[config.mk]
export PLATFORM = sky130hd
export DESIGN_NAME = css_color_literal_parser
export DESIGN_NICKNAME = d
export VERILOG_FILES = /design/src/design/cclp_pkg.sv /design/src/design/cclp_parse_core.sv /design/src/design/css_color_literal_parser.sv
export SDC_FILE = /design/constraint.sdc
export NUM_CORES = 1
export LEC_CHECK = 0
export BUFFER_PORTS_ARGS = -buffer_cell sky130_fd_sc_hd__buf_2
export CAP_MARGIN = 0
export CORE_MARGIN = 8
export CORE_UTILIZATION = 50
export CTS_CLUSTER_DIAMETER = 100
export DETAILED_ROUTE_END_ITERATION = 7
export HOLD_SLACK_MARGIN = 0.08
export PLACE_DENSITY = 0.66
export SLEW_MARGIN = 25
export SYNTH_ARGS = -nofsm -noshare
export SYNTH_HDL_FRONTEND = slang
export SYNTH_SLANG_ARGS = --single-unit
[constraint.sdc]
create_clock -name clk -period 8.03 [get_ports clk]
set_input_delay 0.4015 -clock clk [delete_from_list [all_inputs] [get_ports clk]]
set_output_delay 0.4015 -clock clk [all_outputs]
set_load 0.01 [all_outputs]
[src/design/cclp_pkg.sv]
// Shared types and status codes for the CSS color literal parser.
// No dependencies; used by the parse core, the top level and the checker.
package cclp_pkg;

  typedef struct packed {
    logic [7:0] char_code;
    logic       last_char;
  } in_beat_t;

  typedef struct packed {
    logic        color_valid;
    logic [31:0] color_word;
    logic [3:0]  parse_status;
  } out_beat_t;

  localparam logic [3:0] ST_OK          = 4'd0;
  localparam logic [3:0] ST_TOO_SHORT   = 4'd1;
  localparam logic [3:0] ST_BAD_HEX     = 4'd2;
  localparam logic [3:0] ST_BAD_HEX_LEN = 4'd3;
  localparam logic [3:0] ST_UNPARSED    = 4'd4;
  localparam logic [3:0] ST_TOO_MANY    = 4'd5;
  localparam logic [3:0] ST_TOO_FEW     = 4'd6;
  localparam logic [3:0] ST_INCOMPLETE  = 4'd7;
  localparam logic [3:0] ST_NOT_RECOG   = 4'd8;

endpackage

[src/design/cclp_parse_core.sv]
// Per-character parse state and next-state logic for the color parser.
// Depends on cclp_pkg; builds the result beat for the final character.
module cclp_parse_core #(
  parameter int FRACTION_DIGITS = 4
) (
  input  logic               clk,
  input  logic               rst_n,
  input  logic               advance,
  input  cclp_pkg::in_beat_t beat,
  output cclp_pkg::out_beat_t result
);

  function automatic longint unsigned pow10(input int n);
    longint unsigned p;
    p = 64'd1;
    for (int i = 0; i < n; i++) p = p * 64'd10;
    return p;
  endfunction

  localparam longint unsigned DEN   = pow10(FRACTION_DIGITS);
  localparam int              NW    = $clog2(255 * DEN);
  localparam int              SH    = NW + $clog2(DEN);
  localparam int              PW    = SH + 8;
  localparam longint unsigned RECIP = ((64'd1 << SH) + DEN - 64'd1) / DEN;
  localparam int              FCW   = $clog2(FRACTION_DIGITS + 1);

  localparam logic [7:0] CH_HASH  = 8'h23;
  localparam logic [7:0] CH_PCT   = 8'h25;
  localparam logic [7:0] CH_RPAR  = 8'h29;
  localparam logic [7:0] CH_COMMA = 8'h2C;
  localparam logic [7:0] CH_MINUS = 8'h2D;
  localparam logic [7:0] CH_DOT   = 8'h2E;
  localparam logic [7:0] CH_R     = 8'h72;
  localparam logic [7:0] CH_G     = 8'h67;
  localparam logic [7:0] CH_B     = 8'h62;
  localparam logic [7:0] CH_A     = 8'h61;

  typedef enum logic [6:0] {
    PH_START  = 7'b0000001,
    PH_HEX    = 7'b0000010,
    PH_PREFIX = 7'b0000100,
    PH_NUM    = 7'b0001000,
    PH_PCT    = 7'b0010000,
    PH_DONE   = 7'b0100000,
    PH_NAMED  = 7'b1000000
  } phase_t;

  phase_t          phase_r, phase_nxt;
  logic [2:0]      pfx_r, pfx_nxt;
  logic [3:0]      cnt_r, cnt_nxt;
  logic [23:0]     hex_r, hex_nxt;
  logic            afm_r, afm_nxt;
  logic [1:0]      idx_r, idx_nxt;
  logic [7:0]      comp_r [3];
  logic [7:0]      comp_nxt [3];
  logic [7:0]      alpha_r, alpha_nxt;
  logic [15:0]     whole_r, whole_nxt;
  logic [NW-1:0]   fracw_r, fracw_nxt;
  logic [FCW-1:0]  fcnt_r, fcnt_nxt;
  logic            dseen_r, dseen_nxt;
  logic            pseen_r, pseen_nxt;
  logic [3:0]      stat_r, stat_nxt;

  logic [NW-1:0]   weight_tab [FRACTION_DIGITS + 1];
  logic [PW-1:0]   prod;
  logic [7:0]      alpha_val;
  logic [7:0]      comp_val;
  logic [1:0]      last_idx;
  logic [7:0]      c;
  logic            is_digit;
  logic            hex_ok;
  logic [3:0]      hex_nib;
  logic [19:0]     wsum;
  logic            run_num;
  logic            do_sep;
  logic            clear_num;
  logic            fin;
  logic [3:0]      fin_st;
  logic [3:0]      st;
  logic            cvalid;
  logic [31:0]     cword;

  for (genvar k = 0; k <= FRACTION_DIGITS; k++) begin : g_weight
    if (k < FRACTION_DIGITS) begin : g_w
      assign weight_tab[k] = NW'(64'd255 * pow10(FRACTION_DIGITS - 1 - k));
    end else begin : g_z
      assign weight_tab[k] = '0;
    end
  end

  assign c        = beat.char_code;
  assign is_digit = (c >= 8'h30) && (c <= 8'h39);
  assign last_idx = afm_r ? 2'd3 : 2'd2;
  assign prod      = PW'(fracw_r) * PW'(RECIP);
  assign alpha_val = (whole_r != 16'd0) ? 8'hFF : prod[SH +: 8];
  assign comp_val  = (whole_r > 16'd255) ? 8'hFF : whole_r[7:0];

  always_comb begin
    hex_ok  = 1'b1;
    hex_nib = c[3:0];
    if (is_digit) begin
      hex_nib = c[3:0];
    end else if ((c >= 8'h61 && c <= 8'h66) || (c >= 8'h41 && c <= 8'h46)) begin
      hex_nib = c[3:0] + 4'd9;
    end else begin
      hex_ok = 1'b0;
    end
  end

  always_comb begin
    phase_nxt = phase_r;
    pfx_nxt   = pfx_r;
    cnt_nxt   = (cnt_r != 4'hF) ? cnt_r + 4'd1 : cnt_r;
    hex_nxt   = hex_r;
    afm_nxt   = afm_r;
    idx_nxt   = idx_r;
    comp_nxt  = comp_r;
    alpha_nxt = alpha_r;
    whole_nxt = whole_r;
    fracw_nxt = fracw_r;
    fcnt_nxt  = fcnt_r;
    dseen_nxt = dseen_r;
    pseen_nxt = pseen_r;
    stat_nxt  = stat_r;
    run_num   = 1'b0;
    do_sep    = 1'b0;
    clear_num = 1'b0;
    fin       = 1'b0;
    fin_st    = cclp_pkg::ST_OK;
    wsum      = '0;

    unique case (phase_r)
      PH_START: begin
        if (c == CH_HASH) begin
          phase_nxt = PH_HEX;
        end else if (c == CH_R) begin
          phase_nxt = PH_PREFIX;
          pfx_nxt   = 3'd1;
        end else begin
          phase_nxt = PH_NAMED;
        end
      end
      PH_HEX: begin
        if (cnt_r <= 4'd6) begin
          if (hex_ok) hex_nxt = {hex_r[19:0], hex_nib};
          else stat_nxt = cclp_pkg::ST_BAD_HEX;
        end
      end
      PH_PREFIX: begin
        pfx_nxt = pfx_r + 3'd1;
        case (pfx_r)
          3'd1: if (c != CH_G) phase_nxt = PH_NAMED;
          3'd2: if (c != CH_B) phase_nxt = PH_NAMED;
          3'd3: begin
            afm_nxt = (c == CH_A);
            if (c != CH_A) begin
              idx_nxt   = 2'd0;
              clear_num = 1'b1;
              phase_nxt = PH_NUM;
            end
          end
          default: begin
            idx_nxt   = 2'd0;
            clear_num = 1'b1;
            phase_nxt = PH_NUM;
          end
        endcase
      end
      PH_NUM: run_num = 1'b1;
      PH_PCT: begin
        if (c == CH_COMMA || c == CH_RPAR) begin
          do_sep = 1'b1;
        end else if (idx_r >= last_idx) begin
          fin    = 1'b1;
          fin_st = cclp_pkg::ST_UNPARSED;
        end else begin
          idx_nxt   = idx_r + 2'd1;
          clear_num = 1'b1;
          phase_nxt = PH_NUM;
          run_num   = 1'b1;
        end
      end
      default: ;
    endcase

    if (clear_num) begin
      whole_nxt = '0;
      fracw_nxt = '0;
      fcnt_nxt  = '0;
      dseen_nxt = 1'b0;
      pseen_nxt = 1'b0;
    end

    if (run_num) begin
      if (c == CH_MINUS) begin
        fin    = 1'b1;
        fin_st = cclp_pkg::ST_UNPARSED;
      end else if (c == CH_DOT) begin
        if (pseen_nxt) begin
          fin    = 1'b1;
          fin_st = cclp_pkg::ST_UNPARSED;
        end else begin
          pseen_nxt = 1'b1;
        end
      end else if (is_digit) begin
        if (!pseen_nxt) begin
          wsum      = 20'(whole_nxt) * 20'd10 + 20'(c[3:0]);
          whole_nxt = (wsum > 20'd65535) ? 16'hFFFF : wsum[15:0];
        end else begin
          fracw_nxt = fracw_nxt + NW'(weight_tab[fcnt_nxt] * c[3:0]);
          if (fcnt_nxt != FCW'(FRACTION_DIGITS)) fcnt_nxt = fcnt_nxt + FCW'(1);
        end
        dseen_nxt = 1'b1;
      end else if (!dseen_nxt) begin
        fin    = 1'b1;
        fin_st = cclp_pkg::ST_UNPARSED;
      end else begin
        if (idx_r != 2'd3) comp_nxt[idx_r] = comp_val;
        else alpha_nxt = alpha_val;
        if (c == CH_PCT) begin
          phase_nxt = PH_PCT;
        end else if (c == CH_COMMA || c == CH_RPAR) begin
          do_sep = 1'b1;
        end else begin
          fin    = 1'b1;
          fin_st = cclp_pkg::ST_UNPARSED;
        end
      end
    end

    if (do_sep) begin
      if (c == CH_COMMA) begin
        if (idx_r >= last_idx) begin
          fin    = 1'b1;
          fin_st = cclp_pkg::ST_TOO_MANY;
        end else begin
          idx_nxt   = idx_r + 2'd1;
          whole_nxt = '0;
          fracw_nxt = '0;
          fcnt_nxt  = '0;
          dseen_nxt = 1'b0;
          pseen_nxt = 1'b0;
          phase_nxt = PH_NUM;
        end
      end else begin
        fin    = 1'b1;
        fin_st = (idx_r < last_idx) ? cclp_pkg::ST_TOO_FEW : cclp_pkg::ST_OK;
      end
    end

    if (fin) begin
      stat_nxt  = fin_st;
      phase_nxt = PH_DONE;
    end
  end

  always_comb begin
    st     = cclp_pkg::ST_INCOMPLETE;
    cvalid = 1'b0;
    cword  = '0;
    if (cnt_nxt < 4'd2) begin
      st = cclp_pkg::ST_TOO_SHORT;
    end else if (phase_nxt == PH_HEX) begin
      if (cnt_nxt == 4'd4 || cnt_nxt == 4'd7) begin
        if (stat_nxt == cclp_pkg::ST_BAD_HEX) begin
          st = cclp_pkg::ST_BAD_HEX;
        end else begin
          st     = cclp_pkg::ST_OK;
          cvalid = 1'b1;
          if (cnt_nxt == 4'd4) begin
            cword = {8'hFF, hex_nxt[3:0], hex_nxt[3:0], hex_nxt[7:4], hex_nxt[7:4],
                     hex_nxt[11:8], hex_nxt[11:8]};
          end else begin
            cword = {8'hFF, hex_nxt[7:0], hex_nxt[15:8], hex_nxt[23:16]};
          end
        end
      end else begin
        st = cclp_pkg::ST_BAD_HEX_LEN;
      end
    end else if (phase_nxt == PH_NAMED || phase_nxt == PH_START || cnt_nxt <= 4'd5) begin
      st = cclp_pkg::ST_NOT_RECOG;
    end else if (phase_nxt == PH_DONE) begin
      st = stat_nxt;
      if (stat_nxt == cclp_pkg::ST_OK) begin
        cvalid = 1'b1;
        cword  = {(afm_nxt ? alpha_nxt : 8'hFF), comp_nxt[2], comp_nxt[1], comp_nxt[0]};
      end
    end else if (phase_nxt == PH_NUM) begin
      st = dseen_nxt ? cclp_pkg::ST_INCOMPLETE : cclp_pkg::ST_UNPARSED;
    end
  end

  assign result.color_valid  = cvalid;
  assign result.color_word   = cword;
  assign result.parse_status = st;

  always_ff @(posedge clk) begin
    if (!rst_n || (advance && beat.last_char)) begin
      phase_r <= PH_START;
      pfx_r   <= '0;
      cnt_r   <= '0;
      hex_r   <= '0;
      afm_r   <= 1'b0;
      idx_r   <= '0;
      comp_r  <= '{default: 8'h00};
      alpha_r <= 8'hFF;
      whole_r <= '0;
      fracw_r <= '0;
      fcnt_r  <= '0;
      dseen_r <= 1'b0;
      pseen_r <= 1'b0;
      stat_r  <= cclp_pkg::ST_OK;
    end else if (advance) begin
      phase_r <= phase_nxt;
      pfx_r   <= pfx_nxt;
      cnt_r   <= cnt_nxt;
      hex_r   <= hex_nxt;
      afm_r   <= afm_nxt;
      idx_r   <= idx_nxt;
      comp_r  <= comp_nxt;
      alpha_r <= alpha_nxt;
      whole_r <= whole_nxt;
      fracw_r <= fracw_nxt;
      fcnt_r  <= fcnt_nxt;
      dseen_r <= dseen_nxt;
      pseen_r <= pseen_nxt;
      stat_r  <= stat_nxt;
    end
  end

endmodule

[src/design/css_color_literal_parser.sv]
// Top level of the CSS color literal parser: input register, parse core, result register.
// Depends on cclp_pkg and cclp_parse_core.
//
// The block takes one character per clock when not stalled and gives one result beat per
// string, on the character flagged last_char. Each character is registered in the input
// register, where the parse core updates its state; the result is formed from it and
// loaded into the output register when the final character leaves the input register.
// The only stall comes from the output register: a final character waits in
// the input register while the previous result is still unclaimed on the out_ channel.
// FRACTION_DIGITS sets how many fraction digits of a number are kept.
module css_color_literal_parser #(
  parameter int FRACTION_DIGITS = 4
) (
  input  logic                clk,
  input  logic                rst_n,
  input  logic                in_valid,
  output logic                in_ready,
  input  cclp_pkg::in_beat_t  in_data,
  output logic                out_valid,
  input  logic                out_ready,
  output cclp_pkg::out_beat_t out_data
);

  cclp_pkg::in_beat_t  in_r;
  logic                in_v_r;
  cclp_pkg::out_beat_t out_r;
  logic                out_v_r;
  cclp_pkg::out_beat_t res;
  logic                out_free;
  logic                go;

  assign out_free = !out_v_r || out_ready;
  assign go       = in_v_r && (!in_r.last_char || out_free);
  assign in_ready = !in_v_r || go;

  cclp_parse_core #(
    .FRACTION_DIGITS(FRACTION_DIGITS)
  ) u_core (
    .clk    (clk),
    .rst_n  (rst_n),
    .advance(go),
    .beat   (in_r),
    .result (res)
  );

  always_ff @(posedge clk) begin
    if (!rst_n) begin
      in_v_r <= 1'b0;
    end else if (in_valid && in_ready) begin
      in_v_r <= 1'b1;
    end else if (go) begin
      in_v_r <= 1'b0;
    end
  end

  always_ff @(posedge clk) begin
    if (in_valid && in_ready) in_r <= in_data;
  end

  always_ff @(posedge clk) begin
    if (!rst_n) begin
      out_v_r <= 1'b0;
    end else if (go && in_r.last_char) begin
      out_v_r <= 1'b1;
    end else if (out_ready) begin
      out_v_r <= 1'b0;
    end
  end

  always_ff @(posedge clk) begin
    if (go && in_r.last_char) out_r <= res;
  end

  assign out_valid = out_v_r;
  assign out_data  = out_r;

endmodule

# == Yosys cells after proc, flatten, opt, wreduce, memory -nomap -nowiden ==
# Memories as Yosys holds them, arrays and structs flattened.
# Index checks and enable logic that the tools add are counted.
# Widths: inputs -> output; s select.
# word_totals
reg_bits,168
mem_bits_ro,176
inputBits,13
output_inout_bits,39
elab_cells,288
n_memories,1
# memory_table
memory,words,word_bits,rd,rd_clocked_by_memory_dff,wr,line,rtl
(name not given),8,22,1,0,0,cclp_parse_core.sv:210,fracw_nxt = fracw_nxt + NW'(weight_tab[fcnt_nxt] * c[3:0]);
# classes
addsub,7
mul,3
n_lt_le_gt_ge,16
eq_ne,32
muxes,177
bitwise,2
reduce_logical,27
# ops
operator,n
$mux 22,11
$mux 24,10
$mux 32,6
$mux 16,10
$mux 7,17
$mux 4,24
$mux 8,10
$mux 1,56
$eq 8x6->1 const B,6
$mul 22x21->42 const B,1
$mux 3,14
$pmux 7 s3,2
$bwmux 24,1
$ne 8x7->1 const B,3
$add 22x22->22,1
$mul 22x4->22,1
$add 20x4->20,1
$gt 20x16->1 const B,1
$mul 16x3->19 const B,1
$mux 2,9
$demux 8 s2,1
$eq 8x7->1 const B,2
$ge 8x7->1 const B,2
$gt 16x8->1 const B,1
42 further kinds,73

# == Depth between registers and ports, before layout ==
# Gate-level depths: netlist (run 1).
# depth
ltp_word,21
mapped_depth,31
mapped_depth_nobuf,28

# == Hierarchy ==
# From an unflattened synthesis (run 1), not the netlist that was laid out.
# hier_totals
cells_unflattened,2382
hier_area_um2,20468.4
# modules_own_cells
module,n_inst,cells_per_inst,area_per_inst_um2,seq_area_each_um2
cclp_parse_core,1,2324,18969.4,2402.3
css_color_literal_parser,1,58,1498.9,1421.4

# == Worst setup path before layout (run 1) ==
# No wires, ideal clock.
# synth_path
kind,flip-flop to flip-flop
from,reg in_r[2] in the netlist's numbering
to,reg u_core.fracw_r[21]
setup_time_ps,128
t_arrival_ps,6655
t_required_ps,7902
setup_slack_ps,1248
stages_incl_launch_ff,28
n_path_buf,3
synth_period_minus_slack_ps,6782
cell_sequence,edfxtp_1 -> inv_1 -> ha_1 -> nand2b_1 -> a211o_1 -> buf_2 -> and2_1 -> a31oi_1 -> clkbuf_1 -> clkbuf_1 -> nand2_1 -> ha_1 -> or2_2 -> fa_1 -> fa_1 -> fa_1 -> inv_1 -> ha_1 -> nor2b_1 -> o2111ai_1 -> a31oi_1 -> a22o_1 -> o41a_1 -> a21boi_0 -> o21ai_0 -> xnor2_1 -> a22oi_1 -> nor2_1
# synth_between
elab_chain_cells,19
elab_cells_between_ends,42
cone_classes,add/sub: 1; mul: 1; order compare: 2; eq/ne: 6; mux: 28; bitwise: 1; reduce/logical: 2; memory: 1
# synth_rtl
element,line,rtl
from (decl),css_color_literal_parser.sv:24,cclp_pkg::in_beat_t in_r;
from (signal assigned),css_color_literal_parser.sv:57,if (in_valid && in_ready) in_r <= in_data;
$ne 8x7->1 (tied with other cells),cclp_parse_core.sv:156,if (c != CH_A) begin
$mux 1 / $logic_or 1x1->1 (equally long branches),"cclp_parse_core.sv:156, cclp_parse_core.sv:171, cclp_parse_core.sv:222",
$pmux 1 s2 / $mux 1 (equally long branches),"cclp_parse_core.sv:151, cclp_parse_core.sv:171",
$pmux 1 s2,cclp_parse_core.sv:132,unique case (phase_r)
$mux 3,cclp_parse_core.sv:186,if (clear_num) begin
$not 3->4 (implied by the code),cclp_parse_core.sv:210,
$mem_v2 8x22,-,
$mux 22 (implied by the code) (2 in series),cclp_parse_core.sv:210,
(+2 left out),-,
$mux 22,cclp_parse_core.sv:206,if (!pseen_nxt) begin
$mux 22,cclp_parse_core.sv:205,end else if (is_digit) begin
$mux 22,cclp_parse_core.sv:198,end else if (c == CH_DOT) begin
$mux 22,cclp_parse_core.sv:195,if (c == CH_MINUS) begin
$mux 22,cclp_parse_core.sv:194,if (run_num) begin
$mux 22,cclp_parse_core.sv:233,if (idx_r >= last_idx) begin
$mux 22,cclp_parse_core.sv:232,if (c == CH_COMMA) begin
$mux 22 (*),cclp_parse_core.sv:231,if (do_sep) begin
to (signal assigned),cclp_parse_core.sv:323,fracw_r <= fracw_nxt;
to (decl),cclp_parse_core.sv:58,"logic [NW-1:0] fracw_r, fracw_nxt;"
# Every way passes the cells marked *; elsewhere a longest branch is shown, timed or not. The select of a mux whose other input is x is not followed.
# A chain may end at the register's enable or synchronous reset.

# == Worst setup path after layout (run 1) ==
# Ends and elaborated chain as after synthesis.

==> results of run 1 <==
-- synthesized netlist by cell type (16+ instances only) --
master and instances:
a21oi_1 151, nor3_1 37, a21o_1 21, nor2_1 251
a22oi_1 21, xnor2_1 52, nand3_1 51, fa_1 225
ha_1 265, and3_1 24, clkbuf_1 57, and2_1 25
a211oi_1 24, nor4_1 19, dfxtp_1 122, edfxtp_1 46
o2bb2ai_1 17, inv_1 434, nand2_1 211, nand2b_1 20
xor2_1 23, or3_1 16, o21ai_0 57
-- through the flow --
step / worst slack, ns / std cells / area (sq um)
floorplan: 1.25 / 2394 / 20400
global placement: 1.03 / 2914 / 21200
detailed placement: 0.893 / 2914 / 21200
CTS: 0.850 / 2946 / 21700
global route: 0.392 / 2946 / 21700
finish: 0.822 / 2946 / 21700
-- logic make-up after synthesis --
family,Yosys count
AOI/OAI and AO/OA,419
xor gates and xnor gates,75
adders and majority gates,491
buffers and inverters,512
DFF,168
muxes,14
and+or+nand+nor,715
-- power groups by stage --
| stage | clock (W) | combinational, W | sequential, W |
|---|---|---|---|
| detailed placement | 0 | 0.000238 | 0.000912 |
| floorplan | 0 | 0.000172 | 0.000912 |
| global placement | 0 | 0.000234 | 0.000911 |
| global route | 0.000851 | 0.000268 | 0.000894 |
| finish | 0.000801 | 0.000240 | 0.000893 |
| CTS | 0.000816 | 0.000241 | 0.000892 |
-- sequential cells by signal, indices dropped and copies added (netlist names), 7 cells and up --
register        flops
u_core.fracw_r     22
out_data           37
in_r                9
u_core.whole_r     16
u_core.phase_r      7
u_core.alpha_r      8
u_core.hex_r       24
u_core.comp_r      24
-- metal layers --
| metal | track usage, % | vias up |
|---|---|---|
| met5 | 0 | - |
| met4 | 3.56 | 0 |
| met3 | 3.34 | 38 |
| met2 | 34.8 | 502 |
| met1 | 33.2 | 8170 |
| li1 | - | 7918 |
-- area by class of cell --
class / count / area (sq um) / share of cell area, %
clock buffer: 18 / 429 / 1.97
sequential: 168 / 3820 / 17.6
inverter: 434 / 1630 / 7.49
timing repair buffer: 66 / 368 / 1.69
multi-input combinational: 1714 / 14700 / 67.6
tap: 532 / 666 / 3.06
clock inverter: 14 / 134 / 0.616
-- how the worst min path moves through the flow --
stage,from,endpoint,slack [ns],cells past startpoint
finish,in_data[6],in_r[6],0.14,1
global route,in_data[6],in_r[6],0.12,1
CTS,in_data[6],in_r[6],0.12,1
detailed placement,u_core.hex_r[23],u_core.hex_r[23],0.45,2
global placement,u_core.hex_r[22],u_core.hex_r[22],0.44,2
floorplan,u_core.hex_r[20],u_core.hex_r[20],0.44,2
==> key figures, run 1 <==
Clocking
  – Total CTS buffers: 17
  – Post_cts resized: 0
  – CTS Buffer Depth: 2
  – Hold_buf cts: 0
  – Clk_lat worst skew: 0.45 ns
  – H-tree Lvls: 4
  – Clk slew on worst S/H paths: 0.07 ns
  – Postcts setup bufs: 0
  – CTS tree: yes
  – Num Clock Sinks: 168
  – Root buffer cell: clkbuf_16

Synth
  – Post-synthesis mux area share: 0.711%
  – Share of the synthesized area in the top cell type: 22.1%
  – Largest family of logic cells by synthesized area: adder cells
  – Mapped cell area: 20400 sq um
  – Sequential-to-total area share from yosys stat: 18.7%
  – Post-Synth Simple-Gate Area: 16.2%
  – Syn Inst Count: 2394
  – Distinct cells, synth: 83
  – FFs w/ async S/R, synth: 0%
  – Compound-Gate Fraction of Synth Area: 13.3%
  – Synth Area in Adders: 38.4%
  – Ys flop type: dfxtp_1
  – Post-synth EDFFs: 46
  – Synthesized net count: 2897
  – Post-synthesis xor/xnor area fraction: 3.22%
  – Register bit total from synthesis: 168
  – Synth top area cells: fa_1, ha_1, dfxtp_1
  – Yosys warning count: 0
  – Area leader, netlist: fa_1
  – Mean Syn Cell Area: 8.53 sq um

Die
  – Die area: 47500 sq um
  – Die span in y: 218 um
  – Site row count: 74
  – Placeable Area: 40600 sq um
  – Top-level I/O count: 52
  – Initial core utilization: 50.3%
  – Die W: 218 um

Worst setup path
  – CP Launch Type: flop
  – Cell family with most CP delay: adder cells
  – Worst EP required: 8.33 ns
  – Crit. End Element: flop
  – Reg-to-Reg End: u_core.fracw_r[21]
  – CP startpoint: in_r[2]
  – Critical Path Stages: 24
  – Worst path cell trace: inv_1 > ha_1 > nand2b_1 > or4_1 > a31oi_4 > buf_4 > nand2_1 > ha_1 > or2_2 > fa_1 > fa_1 > fa_1 > inv_1 > ha_1 > nor2b_1 > o2111ai_1 > a31oi_1 > a22o_1 > o41a_1 > a21boi_0 > o21ai_0 > xnor2_1 > a22oi_1 > nor2_1
  – Slowest stage delay, CP: 0.61 ns
  – R2r startpoint: in_r[2]
  – CP endpoint: u_core.fracw_r[21]
  – CP arrival: 7.51 ns
  – Crit path buffers/inverters: 3
  – R2r worst-path depth: 24
  – Crit path max fanout: 32
  – Flop2flop setup slack: 0.82 ns
  – Slowest CP cell: or4_1
  – Crit Path Class: flop to flop

Power and ir drop
  – Total Power: 0.00193 W
  – NetSw: 0.000553 W
  – Leak: 10.6 nW
  – Int Power: 0.00138 W
  – Power Dens Cells: 88.9 nW/um^2
  – Sw frac: 28.6%
  – Clock Power Share: 41.4%
  – VDD IR-drop max: 0.155 mV
  – Power share of the sequential group: 46.2%
  – Combinational fraction of design power: 12.4%

Timing
  – RSZ-0062 raised after global routing: false
  – Final critical-path required period: 7.21 ns
  – Setup TNS: 0 ns
  – Slew margin rel.: 31.5%
  – Final Hold Fails: 0
  – Fmax: 0.139 GHz
  – Number of setup violations in the final report: 0
  – Fin crit share: 89.8%
  – Clk_skew: 0.0147 ns
  – Fin. max-slew vios: 0
  – Worst Tran Pin Value: 0.999 ns
  – Hold Slack: 0.143 ns

Drt
  – Drt total wl: 54000 um
  – Antenna-violating nets left: 0
  – Drt pass-1 iters: 5
  – Violation count after the first detailed-route iteration: 1480
  – Via density per instance: 5.64
  – Routed met3 length: 3220 um
  – Drc violations: 0
  – Uppermost layer routed: met4
  – Met2 routed WL: 24100 um
  – Vias: 16600
  – Met1 wire length: 26100 um
  – Drt wl/cell: 18.3 um

Global routing
  – First-pass GRT wire length: 86200 um
  – Vias in the first global route: 16200
  – Total GRT Usage: 22.4%
  – Largest net degree at the start of global routing: 76
  – GR Overflow Total: 0
  – Initial antenna violation count: 0

Layout
  – Util after Layout: 53.6%
  – Share of layout cells above drive strength 1: 5.47%
  – P&R area growth vs syn: 6.49%
  – # diodes: 0
  – Layout net count: 2904
  – Most common cell after layout, fill and taps aside: inv_1
  – Fillers: 3825
  – Most frequent cells in the layout: inv_1, ha_1, nor2_1

Placed design
  – I/O Buffers: 51
  – DP Wirelength: 44000 um
  – Placer Congestion: 0.924

Outcome
  – Outcome: finished clean

Flow run
  – Max cap viols: 0

Min path
  – Hold WC Path Type: primary input to flop
Note: power is estimated with default switching activity, not from simulation.
==> run 2: changes to the inputs <==
--- a/config.mk
+++ b/config.mk
@@ -12,7 +12,8 @@
 export CTS_CLUSTER_DIAMETER = 100
 export DETAILED_ROUTE_END_ITERATION = 7
 export HOLD_SLACK_MARGIN = 0.08
-export PLACE_DENSITY = 0.66
+export PLACE_DENSITY = 0.75
+export RECOVER_POWER = 50
 export SLEW_MARGIN = 25
 export SYNTH_ARGS = -nofsm -noshare
 export SYNTH_HDL_FRONTEND = slang
==> key figures, run 2 (synthesis results as in run 1) <==
Outcome
  – Outcome: finished, violations left
  – Violated checks: capacitance limit, slew limit

Min path
  – Hold path start: in_data[0]
  – Hold WC Path Type: primary input to flop

Layout
  – Layout net count: 2906
  – Share of layout cells above drive strength 1: 3.64%
  – Most common cell after layout, fill and taps aside: inv_1
  – P&R area growth vs syn: 6.29%
  – # diodes: 0
  – Largest register FFs: 37
  – Util after Layout: 53.5%
  – Most frequent cells in the layout: inv_1, ha_1, nor2_1
  – Final instance area: 21700 sq um
  – Fillers: 3688

Worst setup path
  – Crit. End Element: flop
  – CP startpoint: in_r[2]
  – Crit path max fanout: 10
  – CP Launch Type: flop
  – R2r startpoint: in_r[2]
  – CP arrival: 7.49 ns
  – Crit Path Class: flop to flop
  – Worst EP required: 8.32 ns

Clocking
  – Num Clock Sinks: 168
  – Post_cts resized: 0
  – Root buffer cell: clkbuf_16
  – CTS tree: yes
  – Total CTS buffers: 17
  – H-tree Lvls: 4
  – Clk_lat worst skew: 0.46 ns
  – Hold_buf cts: 0
  – Postcts setup bufs: 0
  – Clk slew on worst S/H paths: 0.08 ns
  – CTS Buffer Depth: 2

Global routing
  – Initial antenna violation count: 0
  – Largest net degree at the start of global routing: 61
  – First-pass GRT wire length: 89200 um
  – Total GRT Usage: 23.2%
  – GR Overflow Total: 0
  – Vias in the first global route: 16900

Drt
  – Antenna-violating nets left: 0
  – Drt wl/cell: 18.5 um
  – Via density per instance: 5.73
  – Drt pass-1 iters: 5
  – Vias: 16900
  – Drt total wl: 54700 um
  – Violation count after the first detailed-route iteration: 1438
  – Drc violations: 0

Timing
  – Clk_skew: 0.0145 ns
  – Number of setup violations in the final report: 0
  – Final critical-path required period: 7.21 ns
  – Worst setup margin: 0.824 ns
  – Setup TNS: 0 ns
  – Fin crit share: 89.7%
  – RSZ-0062 raised after global routing: false
  – Slew margin rel.: -62.1%
  – Final Hold Fails: 0
  – Fin. max-slew vios: 134
  – Fmax: 0.139 GHz
  – Worst Tran Pin Value: 2.43 ns

Die
  – Top-level I/O count: 52
  – Die area: 47500 sq um
  – Site row count: 74
  – Initial core utilization: 50.3%
  – Placeable Area: 40600 sq um
  – Die W: 218 um
  – Die span in y: 218 um

Placed design
  – Pre-CTS setup slack: 0.942 ns
  – DP Wirelength: 44200 um
  – Area after DPL: 21200 sq um
  – I/O Buffers: 51
  – Placer Congestion: 0.983

Flow run
  – Max cap viols: 3

Power and ir drop
  – VDD IR-drop max: 0.143 mV
  – Leak: 10.5 nW
  – Power Dens Cells: 91.4 nW/um^2
## run 2: worst paths after layout
check / endpoint / depth (start not counted) / slack, ns
setup / recovery: u_core.fracw_r[21] / 25 / 0.82
hold / removal: in_r[0] / 1 / 0.11
setup reg to reg: u_core.fracw_r[21] / 25 / 0.82
hold reg to reg: u_core.hex_r[20] / 2 / 0.46
## run 2: cell type report
cell class              count  area, sq um  share of cell area (%)
well taps                 532          666                    3.07
flip-flops and latches    168         3820                    17.6
repair buffers             68          325                    1.50
inverters                 434         1630                    7.51
clock inverters            14          154                   0.709
multi-input cells        1714        14700                    67.6
clock buffers              18          429                    1.98
## run 2: where the power goes
part           internal [W]  switching [W]
Clock              0.000442       0.000410
Combinational     0.0000855       0.000151
Sequential         0.000882      0.0000123
Total               0.00141       0.000573
## run 2: per-layer routing
layer / share of wire (%) / GRT usage, %
met5: 0 / 0
met4: 2.0 / 6.09
met3: 7.2 / 3.19
met2: 45 / 36.7
met1: 46 / 33.1
## run 2: through the flow
step / instances / total power (W) / hold slack, ns
floorplan: 2394 / 0.00108 / 0.437
global placement: 2916 / 0.00114 / 0.443
detailed placement: 2916 / 0.00115 / 0.452
CTS: 2948 / 0.00199 / 0.101
global route: 2948 / 0.00205 / 0.106
finish: 2948 / 0.00198 / 0.114
## run 2: worst max-delay path, stage by stage (launching register included)
cell	delay, ns
edfxtp_1	0.55
inv_1	0.16
ha_1	0.29
nand2b_1	0.14
a211o_1	0.41
and2_1	0.23
a31oi_4	0.23
and2_1	0.28
inv_1	0.19
ha_1	0.28
or2_2	0.34
fa_1	0.51
fa_1	0.52
fa_1	0.55
inv_1	0.04
ha_1	0.32
nor2b_1	0.16
o2111ai_1	0.23
a31oi_1	0.20
a22o_1	0.23
o41a_1	0.39
a21boi_0	0.27
o21ai_0	0.17
xnor2_1	0.15
a22oi_1	0.16
nor2_1	0.05
